## src/rtl/tesp_pkg.sv

```systemverilog
`default_nettype none

package tesp_pkg;

   localparam int MODE_BITS  = 24;
   localparam int HASH_BYTES = 20;
   localparam int INDEX_BITS = 16;
   localparam int HASH_CNT_BITS = $clog2(HASH_BYTES);

   localparam logic [7:0] CHAR_ZERO  = 8'h30;
   localparam logic [7:0] CHAR_SEVEN = 8'h37;
   localparam logic [7:0] CHAR_SPACE = 8'h20;

   typedef enum logic [3:0] {
      PHASE_MODE = 4'b0001,
      PHASE_NAME = 4'b0010,
      PHASE_HASH = 4'b0100,
      PHASE_DROP = 4'b1000
   } phase_type;

   typedef enum logic [2:0] {
      KIND_MODE      = 3'd0,
      KIND_NAME_BYTE = 3'd1,
      KIND_NAME_END  = 3'd2,
      KIND_HASH_BYTE = 3'd3,
      KIND_ERROR     = 3'd4
   } kind_type;

   typedef enum logic [1:0] {
      ERR_END_IN_MODE = 2'd0,
      ERR_NO_SPACE    = 2'd1,
      ERR_END_IN_NAME = 2'd2,
      ERR_END_IN_HASH = 2'd3
   } err_type;

   typedef struct packed {
      logic [7:0] in_byte;
      logic       buffer_end;
   } req_type;

   typedef struct packed {
      kind_type    kind;
      logic [15:0] entry_number;
      logic [23:0] mode_value;
      logic [7:0]  data_byte;
      logic [6:0]  hex_high;
      logic [6:0]  hex_low;
      logic        entry_done;
      err_type     error_code;
   } rsp_type;

   typedef struct packed {
      phase_type                phase;
      logic [MODE_BITS-1:0]     mode_acc;
      logic [HASH_CNT_BITS-1:0] hash_cnt;
      logic [INDEX_BITS-1:0]    entry_cnt;
   } state_type;

   localparam state_type STATE_RESET = '{
      phase:     PHASE_MODE,
      mode_acc:  '0,
      hash_cnt:  '0,
      entry_cnt: INDEX_BITS'(1)
   };

   function automatic logic [6:0] hex_char(input logic [3:0] nib);
      logic [6:0] c;
      if (nib < 4'd10) begin
         c = 7'h30 + 7'(nib);
      end else begin
         c = 7'h57 + 7'(nib);
      end
      return c;
   endfunction

endpackage

`default_nettype wire

```

## src/rtl/tesp_step.sv

```systemverilog
`default_nettype none

module tesp_step (
   input  var tesp_pkg::state_type state,
   input  var tesp_pkg::req_type   req,
   output var tesp_pkg::state_type state_next,
   output logic                    has_rsp,
   output var tesp_pkg::rsp_type   rsp
);
   import tesp_pkg::*;

   logic                   last;
   logic                   is_digit;
   logic [MODE_BITS+2:0]   mode_sum;
   logic [MODE_BITS-1:0]   mode_new;
   logic                   final_hash;
   rsp_type                base;

   assign last     = req.buffer_end;
   assign is_digit = (req.in_byte >= CHAR_ZERO) && (req.in_byte <= CHAR_SEVEN);
   assign mode_sum = {state.mode_acc, 3'b000} + (MODE_BITS + 3)'(req.in_byte[2:0]);
   assign mode_new = (|mode_sum[MODE_BITS+2:MODE_BITS]) ? '1 : mode_sum[MODE_BITS-1:0];
   assign final_hash = (state.hash_cnt == HASH_CNT_BITS'(HASH_BYTES - 1));

   always_comb begin
      base = '0;
      base.entry_number = 16'(state.entry_cnt);
   end

   always_comb begin
      state_next = state;
      has_rsp    = 1'b0;
      rsp        = base;
      unique case (state.phase)
         PHASE_MODE: begin
            if (is_digit) begin
               if (last) begin
                  has_rsp        = 1'b1;
                  rsp.kind       = KIND_ERROR;
                  rsp.error_code = ERR_END_IN_MODE;
                  state_next     = STATE_RESET;
               end else begin
                  state_next.mode_acc = mode_new;
               end
            end else if (req.in_byte != CHAR_SPACE) begin
               has_rsp        = 1'b1;
               rsp.kind       = KIND_ERROR;
               rsp.error_code = ERR_NO_SPACE;
               if (last) begin
                  state_next = STATE_RESET;
               end else begin
                  state_next.phase = PHASE_DROP;
               end
            end else if (last) begin
               has_rsp        = 1'b1;
               rsp.kind       = KIND_ERROR;
               rsp.error_code = ERR_END_IN_NAME;
               state_next     = STATE_RESET;
            end else begin
               has_rsp          = 1'b1;
               rsp.kind         = KIND_MODE;
               rsp.mode_value   = 24'(state.mode_acc);
               state_next.phase = PHASE_NAME;
            end
         end
         PHASE_NAME: begin
            has_rsp = 1'b1;
            if (req.in_byte != 8'h00) begin
               if (last) begin
                  rsp.kind       = KIND_ERROR;
                  rsp.error_code = ERR_END_IN_NAME;
                  state_next     = STATE_RESET;
               end else begin
                  rsp.kind      = KIND_NAME_BYTE;
                  rsp.data_byte = req.in_byte;
               end
            end else if (last) begin
               rsp.kind       = KIND_ERROR;
               rsp.error_code = ERR_END_IN_HASH;
               state_next     = STATE_RESET;
            end else begin
               rsp.kind            = KIND_NAME_END;
               state_next.phase    = PHASE_HASH;
               state_next.hash_cnt = '0;
            end
         end
         PHASE_HASH: begin
            has_rsp = 1'b1;
            if (final_hash || !last) begin
               rsp.kind       = KIND_HASH_BYTE;
               rsp.data_byte  = req.in_byte;
               rsp.hex_high   = hex_char(req.in_byte[7:4]);
               rsp.hex_low    = hex_char(req.in_byte[3:0]);
               rsp.entry_done = final_hash;
            end else begin
               rsp.kind       = KIND_ERROR;
               rsp.error_code = ERR_END_IN_HASH;
            end
            if (last) begin
               state_next = STATE_RESET;
            end else if (final_hash) begin
               state_next.phase     = PHASE_MODE;
               state_next.mode_acc  = '0;
               state_next.hash_cnt  = '0;
               state_next.entry_cnt = state.entry_cnt + INDEX_BITS'(1);
            end else begin
               state_next.hash_cnt = state.hash_cnt + HASH_CNT_BITS'(1);
            end
         end
         PHASE_DROP: begin
            if (last) begin
               state_next = STATE_RESET;
            end
         end
         default: begin
            state_next = STATE_RESET;
         end
      endcase
   end

endmodule

`default_nettype wire

```

## src/rtl/tree_entry_stream_parser.sv

```systemverilog
// Tree entry stream parser.
// The req channel carries one word per byte of a tree object: the byte and a
// flag that marks the last byte of the buffer. The rsp channel carries at most
// one result word per input byte: the finished mode, each name byte, the end
// of the name, each hash byte with its two hex characters, or an error.
// Both channels use valid and ready.
// Each byte is parsed in the cycle in which it is accepted, and its result is
// shown on the rsp port from the next cycle.
// One byte is taken in every cycle while the receiver keeps up; the single result register is the only
// stage, and it is refilled in the same cycle in which its word is taken.
// When the receiver stalls, req_ready falls while a result waits, so input
// is held off until that word has gone.
// Bytes that give no result (mode digits, dropped bytes) are taken even
// while a result waits.
// Reset returns the parser to the start of an entry with the entry count
// at one and empties the result register; the same restart happens after
// every buffer's last byte.
`default_nettype none

module tree_entry_stream_parser (
   input  logic                clock,
   input  logic                reset,
   input  logic                req_valid,
   output logic                req_ready,
   input  var tesp_pkg::req_type req_data,
   output logic                rsp_valid,
   input  logic                rsp_ready,
   output var tesp_pkg::rsp_type rsp_data
);
   import tesp_pkg::*;

   state_type state_ff;
   state_type state_in;
   logic      rsp_valid_ff;
   logic      rsp_valid_in;
   rsp_type   rsp_ff;
   rsp_type   step_rsp;
   logic      step_has_rsp;
   logic      accept;

   tesp_step u_step (
      .state      (state_ff),
      .req        (req_data),
      .state_next (state_in),
      .has_rsp    (step_has_rsp),
      .rsp        (step_rsp)
   );

   assign req_ready = !rsp_valid_ff || rsp_ready || !step_has_rsp;
   assign accept    = req_valid && req_ready;

   always_comb begin
      rsp_valid_in = rsp_valid_ff;
      if (rsp_ready) begin
         rsp_valid_in = 1'b0;
      end
      if (accept && step_has_rsp) begin
         rsp_valid_in = 1'b1;
      end
   end

   always_ff @(posedge clock) begin
      if (reset) begin
         state_ff     <= STATE_RESET;
         rsp_valid_ff <= 1'b0;
      end else begin
         rsp_valid_ff <= rsp_valid_in;
         if (accept) begin
            state_ff <= state_in;
         end
      end
   end

   always_ff @(posedge clock) begin
      if (accept && step_has_rsp) begin
         rsp_ff <= step_rsp;
      end
   end

   assign rsp_valid = rsp_valid_ff;
   assign rsp_data  = rsp_ff;

   a_restart_on_last: assert property (@(posedge clock) disable iff (reset)
      accept && req_data.buffer_end |=> state_ff.phase == PHASE_MODE
         && state_ff.entry_cnt == INDEX_BITS'(1) && state_ff.mode_acc == '0)
      else $error("parser did not restart after the last byte of a buffer");

   a_hash_count_range: assert property (@(posedge clock) disable iff (reset)
      state_ff.hash_cnt <= HASH_CNT_BITS'(HASH_BYTES - 1))
      else $error("hash byte count out of range");

   a_done_on_hash: assert property (@(posedge clock) disable iff (reset)
      rsp_valid_ff && rsp_ff.entry_done |-> rsp_ff.kind == KIND_HASH_BYTE)
      else $error("entry end marked on a word that is not a hash byte");

   a_drop_holds: assert property (@(posedge clock) disable iff (reset)
      accept && !req_data.buffer_end && state_ff.phase == PHASE_DROP
         |=> state_ff.phase == PHASE_DROP)
      else $error("drop phase left before the end of the buffer");

   a_no_lost_word: assert property (@(posedge clock) disable iff (reset)
      rsp_valid_ff && !rsp_ready && accept |-> !step_has_rsp)
      else $error("result word overwritten while stalled");

endmodule

`default_nettype wire

```

## config.mk

```make
export PLATFORM = sky130hd
export DESIGN_NAME = tree_entry_stream_parser
export DESIGN_NICKNAME = d
export VERILOG_FILES = /design/src/rtl/tesp_pkg.sv /design/src/rtl/tesp_step.sv /design/src/rtl/tree_entry_stream_parser.sv
export SDC_FILE = /design/constraint.sdc
export NUM_CORES = 1
export LEC_CHECK = 0
export BUFFER_PORTS_ARGS = -buffer_cell sky130_fd_sc_hd__buf_2
export CAP_MARGIN = 20
export CORE_ASPECT_RATIO = 0.9
export CORE_MARGIN = 2
export CORE_UTILIZATION = 63
export CTS_CLUSTER_DIAMETER = 50
export DETAILED_ROUTE_END_ITERATION = 8
export GPL_TIMING_DRIVEN = 0
export PLACE_DENSITY = 0.86
export SLEW_MARGIN = 20
export SYNTH_ARGS = -nofsm -noshare
export SYNTH_HDL_FRONTEND = slang
export SYNTH_HIERARCHICAL = 1
export SYNTH_SLANG_ARGS = --single-unit
export TNS_END_PERCENT = 50
```

## constraint.sdc

```tcl
create_clock -name clock -period 9.8 [get_ports clock]
set_input_delay 1.96 -clock clock [delete_from_list [all_inputs] [get_ports clock]]
set_output_delay 1.96 -clock clock [all_outputs]
set_load 0.03 [all_outputs]
```

# Yosys cells after proc, flatten, opt, wreduce, memory -nomap -nowiden
# Cells that the tools add are included.
[totals] regBits=118 input_bits=13 out_inout_bits=70 elab_cells=98
[classes] addsub=7 n_lt_le_gt_ge=4 eq_ne=9 mux=45 bitwise=1 n_reduce_logical=19
[ops] op="$mux W49" n=5
[ops] op="$pmux W49 S4" n=1
[ops] op="$mux W24" n=3
[ops] op="$mux W45" n=1
[ops] op="$mux W16" n=2
[ops] op="$mux W28" n=1
[ops] op="$add A27 B3 Y27" n=1
[ops] op="$mux W3" n=8
[ops] op="$mux W23" n=1
[ops] op="$mux W21" n=1
[ops] op="$add A16 B1 Y16 const B" n=1
[ops] op="$mux W8" n=2
[ops] op="$pmux W8 S2" n=1
[ops] op="$add A6 B4 Y7 const A" n=2
[ops] op="$add A7 B4 Y7 const A" n=2
[ops] op="$mux W2" n=7
[ops] op="$mux W7" n=2
[ops] op="$pmux W3 S3" n=1
[ops] op="$ge A8 B6 Y1 const B" n=1
[ops] op="$le A8 B6 Y1 const B" n=1
[ops] op="$lt A4 B4 Y1 const B" n=2
[ops] op="$mux W4" n=2
[ops] op="$ne A8 B6 Y1 const B" n=1
[ops] op="$reduce_bool A8 Y1" n=1
[ops] op="other kinds (22)" n=35

# Depth between registers and ports, before layout
# Gate-level depths: netlist of run 1.
[depth] word_depth=9 depth_mapped=10 mapped_depth_nobuf=8

# Modules after synthesis
# The synthesis of run 1 kept the hierarchy.
[by_module_without_submodules] module="tree_entry_stream_parser" instances=1 cells_per_inst=297 area_each_um2=4227.8 seq_area_each_um2=3042.9
[by_module_without_submodules] module="tesp_step" instances=1 cells_per_inst=331 area_each_um2=2199.6 seq_area_each_um2=0.0

# Worst setup path before layout of run 1
# No wires, ideal clock.
[synth_timing] path_type="input to output" from="input port req_data[4] (netlist bit)" to="output port req_ready" arrival_time_ns=3.644 required_time_ns=7.840 setup_slack_ns=4.196 path_stages=7 path_buffers=2 path_cell_list="buf_2 -> or4b_1 -> o21bai_1 -> a21oi_1 -> o21ba_2 -> nand3b_4 -> clkbuf_1"
[synth_via] elab_chain_cells=6 elab_cells_between_ends=7 classes_between="order compare: 2; mux: 2; reduce/logical: 3"
[synth_rtl] item="from (decl)" line_no="tree_entry_stream_parser.sv:25" source="input var tesp_pkg::req_type req_data,"
[synth_rtl] item="$ge A8 B6 Y1 / $le A8 B6 Y1 (equally long branches)" line_no="tesp_step.sv:20" source="assign is_digit = (req.in_byte >= CHAR_ZERO) && (req.in_byte <= CHAR_SEVEN);"
[synth_rtl] item="$logic_and A1 B1 Y1 *" line_no="tesp_step.sv:20"
[synth_rtl] item="$mux W1 *" line_no="tesp_step.sv:36" source="if (is_digit) begin"
[synth_rtl] item="$pmux W1 S2 *" line_no="tesp_step.sv:34" source="unique case (state.phase)"
[synth_rtl] item="named net step_has_rsp" line_no="tree_entry_stream_parser.sv:38" source="logic step_has_rsp;"
[synth_rtl] item="$logic_not A1 Y1 *" line_no="tree_entry_stream_parser.sv:49" source="assign req_ready = !rsp_valid_ff || rsp_ready || !step_has_rsp;"
[synth_rtl] item="$logic_or A1 B1 Y1 *" line_no="tree_entry_stream_parser.sv:49"
[synth_rtl] item="to (decl)" line_no="tree_entry_stream_parser.sv:24" source="output logic req_ready,"
# Mark *: on every way through the listed nets, which the timed path passes. The rest lies on a longest branch.

# Final worst setup path of run 1
[layout_timing] from="input port req_data[6] (netlist bit)" to="output port req_ready"
# Same word-level chain as after synthesis.

==> results.md, run 1 <==
* Fillers at 629
* Max-cap violation count at 0
* Placer Congestion at 0.942
* DR vias/cell at 6.50
* Die area at 11000 µm²
* Bufs on Longest Clock Path at 2
* Req. time, crit path at 7840 ps
* Top-area cell type share of the netlist area at 0.318
* GRT Residual Overflow at 0
* Final non-filler cell total at 865
* Cells after Synth at 628
* Number of global-route vias before repair at 5305
* Crit path kind: in2out
* Initial DRC Count at 809
* Status: completed
* Number of nets with antenna violations after routing at 0
* Worst-path fanout max at 10
* FF+latch count, synth at 118
* Largest cells by area after synthesis: edfxtp_1, dfxtp_1, nand4b_1
* Clk_lat worst skew at 420 ps
* DR WL/cell at 19.4 µm
* Clk pin slew, worst setup/hold paths at 60 ps
* Post-CTS setup buffers at 0
* Max-Slew Margin vs Limit at 0.487
* Worst-margin pin slew at 769 ps
* Multi-input gate area at 2970 µm²
* Pin count of the biggest net entering global routing at 48
* Worst Skew at 9.69 ps
* Die width at 110 µm
* Syn Std Cell Area at 6430 µm²
* Detail Placement HPWL at 10.6 mm
* PwrDens at 179 nW/µm²
* First-pass GRT wire length at 27.0 mm
* Row Count at 34
* Maximum clock frequency at 165 MHz
* Final worst-path cycle share at 0.618
* CP Capture Type: output port
* Clk sink count at 118
* H-tree lvl count at 4
* Drt total wl at 16.8 mm
* DRC Markers at 0
* Hold/Removal Path Class: reg2reg
* Antenna diode instance count at 0
* CTS Hold Bufs at 0
* Initial core utilization at 0.657
* Routed vias at 5619
* Synth cell count leaders: edfxtp_1, nand2b_1, o21ai_0
* Final setup violation count at 0
* 1st-pass router iterations at 5
* Cells after DPL at 833
* Max-slew violations at 0
* Final hold vios at 0
* Crit start category: input port
* All-Layer GR Usage at 0.306
* EDFF count, synth at 68
* Top-level I/O count at 83
* Share of cells above drive strength 1 at 0.250
* I/O Buffers at 78
* Yosys cell types at 62
* Post-synthesis sequential area ratio at 0.473
* Async SR Flop Fraction at 0
* Syn nets at 648
* Crit path time final at 6060 ps
* Setup TNS at 0 ps
* CTS Buf Count at 17
* Core Region at 9780 µm²
* Clk root buf: clkbuf_16
* Worst Path Arrival at 4100 ps
* # nets final at 746
* Initial antenna violation count at 0
* Maximum vdd drop at 0.000115 V
* Synth Flop Type: edfxtp_1
* RSZ-0062 raised after global routing: no
* Syn_area_per_cell at 10.2 µm²
* Static Leak at 2.76 nW
* Synth warnings at 6
* Layout area overhead at 18.5%
* Register Area at 3040 µm²
* Post-CTS sizing at 0
* Die Span Y at 99.8 µm
* Yosys top cell by area: edfxtp_1
* Most frequent cell after synthesis: edfxtp_1
* CTS tree: yes
==> stage by stage <==
| stage | power, W | utilization | cell area, µm² | hold WS (ps) | setup WS (ps) |
|---|---|---|---|---|---|
| floorplan | 0.000669 | - | 6430 | 471 | 4200 |
| global placement | 0.000708 | 0.713 | 6980 | 496 | 3820 |
| detailed placement | 0.000712 | 0.715 | 7000 | 504 | 3810 |
| CTS | 0.00136 | 0.778 | 7620 | 520 | 3790 |
| global route | 0.00139 | 0.778 | 7620 | 558 | 3660 |
| finish | 0.00136 | 0.778 | 7620 | 520 | 3740 |
==> metal layers <==
metal	track usage	vias up	wire, µm
met5	0	-	0
met4	0.128	0	338
met3	0.0658	42	1820
met2	0.485	402	7870
met1	0.414	2642	6780
li1	-	2533	-
==> cell families (layout without fill, tap and decap cells) <==
logic type                 Yosys count  after routing  share of synthesized area
adders and majority gates            7              7                     0.0136
AOI/OAI and AO/OA                  154            154                      0.183
and+or+nand+nor                    255            255                      0.248
buffers and inverters               83            194                     0.0648
xor gates and xnor gates             5              5                    0.00681
DFF                                118            118                      0.473
muxes                                6              6                     0.0101
==> power by group <==
group | leakage (nW) | switching [W] | internal [W] | total, W
Clock | 0.300 | 0.000250 | 0.000406 | 0.000656
Combinational | 1.39 | 0.000110 | 0.0000410 | 0.000151
Sequential | 1.07 | 0.00000612 | 0.000547 | 0.000553
==> layout by cell type, fill, tap and decap left out, types with 10 or more instances in the layout <==
cell type / synthesis / routed
nand4b_1: 49 / 49
o21ai_2: 10 / 10
nor2_1: 50 / 50
edfxtp_1: 68 / 68
a21oi_1: 15 / 15
and2_1: 27 / 27
buf_4: 16 / 16
dfxtp_1: 50 / 50
nand2_1: 18 / 18
o21ai_0: 53 / 53
buf_2: 12 / 90
nand2b_1: 55 / 55
a31oi_1: 11 / 11
inv_1: 16 / 16
clkbuf_1: 31 / 31
nand3_1: 11 / 11
o2bb2ai_2: 19 / 19
clkbuf_16: 0 / 17
==> worst paths after layout <==
path | slack, ps | endpoint | startpoint | cells after the start
hold reg to reg | 520 | state_ff[25] | state_ff[25] | 2
setup / recovery | 3740 | req_ready | req_data[6] | 9
setup reg to reg | 7200 | state_ff[1] | state_ff[47] | 8
hold / removal | 520 | state_ff[25] | state_ff[25] | 2
==> sequential cells by signal, summed over array words and instances, names as in the netlist <==
register	count
rsp_data	68
state_ff	49
rsp_valid	1
==> critical path: stages <==
cell      delay (ps)
buf_2            160
ha_1             190
or4b_1           520
o21bai_1         150
a21oi_1           80
o21ba_2          270
nand3b_4         110
clkbuf_1         360
buf_2            290
==> final cells by class <==
class                   instances  share of cell area
plain buffers                  66              0.0463
well taps                     126              0.0207
clock inverters                15              0.0250
flip-flops and latches        118               0.400
multi-input cells             427               0.390
clock buffers                  17              0.0559
inverters                      17             0.00838
repair buffers                 79              0.0539
(Power assumes the default switching activity.)
==> inputs of run 2 (changes only) <==
--- a/config.mk
+++ b/config.mk
@@ -5,15 +5,16 @@
 export SDC_FILE = /design/constraint.sdc
 export NUM_CORES = 1
 export LEC_CHECK = 0
+export ABC_AREA = 1
 export BUFFER_PORTS_ARGS = -buffer_cell sky130_fd_sc_hd__buf_2
 export CAP_MARGIN = 20
 export CORE_ASPECT_RATIO = 0.9
 export CORE_MARGIN = 2
-export CORE_UTILIZATION = 63
+export CORE_UTILIZATION = 53
 export CTS_CLUSTER_DIAMETER = 50
 export DETAILED_ROUTE_END_ITERATION = 8
 export GPL_TIMING_DRIVEN = 0
-export PLACE_DENSITY = 0.86
+export PLACE_DENSITY = 0.77
 export SLEW_MARGIN = 20
 export SYNTH_ARGS = -nofsm -noshare
 export SYNTH_HDL_FRONTEND = slang
==> constraint.sdc (replaced) <==
create_clock -name clock -period 5.1 [get_ports clock]
set_input_delay 1.02 -clock clock [delete_from_list [all_inputs] [get_ports clock]]
set_output_delay 1.02 -clock clock [all_outputs]
set_load 0.03 [all_outputs]
==> run 2 against run 1 <==
Sequential share of layout area down 2.3 points; highest routed layer unchanged; critical path type unchanged; sequential power up 110%; clock skew down 4.9 ps.
==> results.md, run 2 <==
* Max-slew violations at 0
* Max-cap violation count at 0
* Final hold vios at 0
* Row Count at 39
* Async SR Flop Fraction at 0
* Synth cell count leaders: nand2_1, nor2_1, inv_1
* Initial DRC Count at 765
* Die area at 13900 µm²
* CTS Buf Count at 17
* Reg power frac at 0.407
* RSZ-0062 raised after global routing: no
* Status: completed
* Syn_area_per_cell at 7.46 µm²
* First-pass GRT wire length at 28.7 mm
* Crit start category: input port
* Worst Skew at 4.84 ps
* Post-synthesis sequential area ratio at 0.444
* Min Hold Slack at 487 ps
* Clk pwr share at 0.415
* Static Leak at 3.43 nW
* DRC Markers at 0
* Die width at 124 µm
* Max reg flops at 68
* Largest cells by area after synthesis: edfxtp_1, dfxtp_1, nand2_1
* I/O Buffers at 80
* Worst-path fanout max at 10
* Pin count of the biggest net entering global routing at 60
* Bufs on Longest Clock Path at 2
* Placer Congestion at 0.934
* All-Layer GR Usage at 0.265
* FF+latch count, synth at 118
* PwrDens at 350 nW/µm²
* 1st-pass router iterations at 6
* GRT Residual Overflow at 0
* # nets final at 1039
* Maximum vdd drop at 0.000239 V
* Synth warnings at 6
* Clk sink count at 118
* Most frequent cells in the layout: nand2_1, nor2_1, inv_1, o21ai_0, buf_2
* CTS tree: yes
* Final Worst Setup Slack at 1200 ps
* P_int at 0.00200 W
* H-tree lvl count at 4
* Multi-input gate area at 2930 µm²
* DR WL/cell at 14.9 µm
* CP Capture Type: output port
* EDFF count, synth at 68
* Req. time, crit path at 4080 ps
* Flop-to-flop setup slack at 2370 ps
* Core Region at 12700 µm²
* Crit path time final at 3900 ps
* Top-area cell type share of the netlist area at 0.298
* Post-layout util at 0.636
* Clk_lat worst skew at 420 ps
* Layout area overhead at 17.7%
* Syn Std Cell Area at 6860 µm²
* Net Sw Power at 0.000820 W
* Initial antenna violation count at 0
* Final setup violation count at 0
* Post-CTS setup buffers at 0
* Gate power share at 0.178
* CTS Hold Bufs at 0
* Net Sw Frac at 0.290
* Maximum clock frequency at 256 MHz
* Synth Flop Type: edfxtp_1
* Number of nets with antenna violations after routing at 0
* Commonest non-fill, non-tap cell in the layout: nand2_1
* Cells after Synth at 919
* Antenna diode instance count at 0
* Yosys cell types at 40
* Setup TNS at 0 ps
* Worst-margin pin slew at 589 ps
* Hold/Removal Path Class: reg2reg
* Clk root buf: clkbuf_16
* Max-Slew Margin vs Limit at 0.608
* DR vias/cell at 5.53
* Share of cells above drive strength 1 at 0.190
* Fillers at 1123
* Die Span Y at 112 µm
* Register Area at 3040 µm²
* Final worst-path cycle share at 0.766
* Yosys top cell by area: edfxtp_1
* Crit path kind: in2out
* Initial core utilization at 0.541
* Worst Path Arrival at 2880 ps
* Clk pin slew, worst setup/hold paths at 50 ps
* Drt total wl at 17.8 mm
* Pre-CTS setup slack at 1260 ps
* Top-level I/O count at 83
* Detail Placement HPWL at 12.5 mm
* Routed vias at 6610
* Post-CTS sizing at 0
* Most frequent cell after synthesis: nand2_1
* Number of global-route vias before repair at 5885
* Syn nets at 939
## run 2: final timing paths
path / from / endpoint / depth (start not counted)
setup / recovery: req_data[6] / req_ready / 11
setup reg to reg: state_ff[47] / rsp_data[56] / 11
hold reg to reg: state_ff[43] / state_ff[43] / 2
hold / removal: state_ff[43] / state_ff[43] / 2
## run 2: cell families after synthesis
| group | synth area share |
|---|---|
| AND/OR/NAND/NOR | 0.272 |
| buffers and inverters | 0.129 |
| XOR/XNOR | 0.00255 |
| AO/OA/AOI/OAI | 0.140 |
| flip-flops | 0.444 |
| adder cells (fa/ha/maj) | 0.0128 |
## run 2: metal layers
layer  vias to the layer above  track usage  share of wire
li1                       3178            -              -
met1                      2989        0.371           0.44
met2                       397        0.399           0.44
met3                        46       0.0564           0.10
met4                         0        0.112          0.025
met5                         -            0              0
## run 2: power groups by stage
| stage | Sequential (W) | Clock [W] | Combinational (W) |
|---|---|---|---|
| floorplan | 0.00127 | 0 | 0.000254 |
| global placement | 0.00117 | 0 | 0.000477 |
| detailed placement | 0.00117 | 0 | 0.000494 |
| CTS | 0.00115 | 0.00118 | 0.000497 |
| global route | 0.00116 | 0.00122 | 0.000547 |
| finish | 0.00115 | 0.00117 | 0.000502 |
## run 2: per-stage QoR
step / cell area, µm² / std cells / power [W]
floorplan: 6860 / 919 / 0.00152
global placement: 7460 / 1163 / 0.00165
detailed placement: 7490 / 1164 / 0.00166
CTS: 8080 / 1196 / 0.00283
global route: 8080 / 1196 / 0.00293
finish: 8080 / 1196 / 0.00282
## run 2: worst max-delay path, cell delays in order
cell and delay (ps):
buf_2 130, ha_1 180, nand3_1 110, inv_2 80, buf_4 180, nor2_1 250, nor2_1 80, nand2_1 170
nand3_2 210, buf_2 260, buf_2 200
## run 2: area by class of cell
type,count,area share
clock buffers,23,0.0593
clock inverters,9,0.0126
repair buffers,81,0.0530
plain buffers,69,0.0519
well taps,164,0.0254
inverters,123,0.0576
multi-input cells,609,0.363
flip-flops and latches,118,0.377
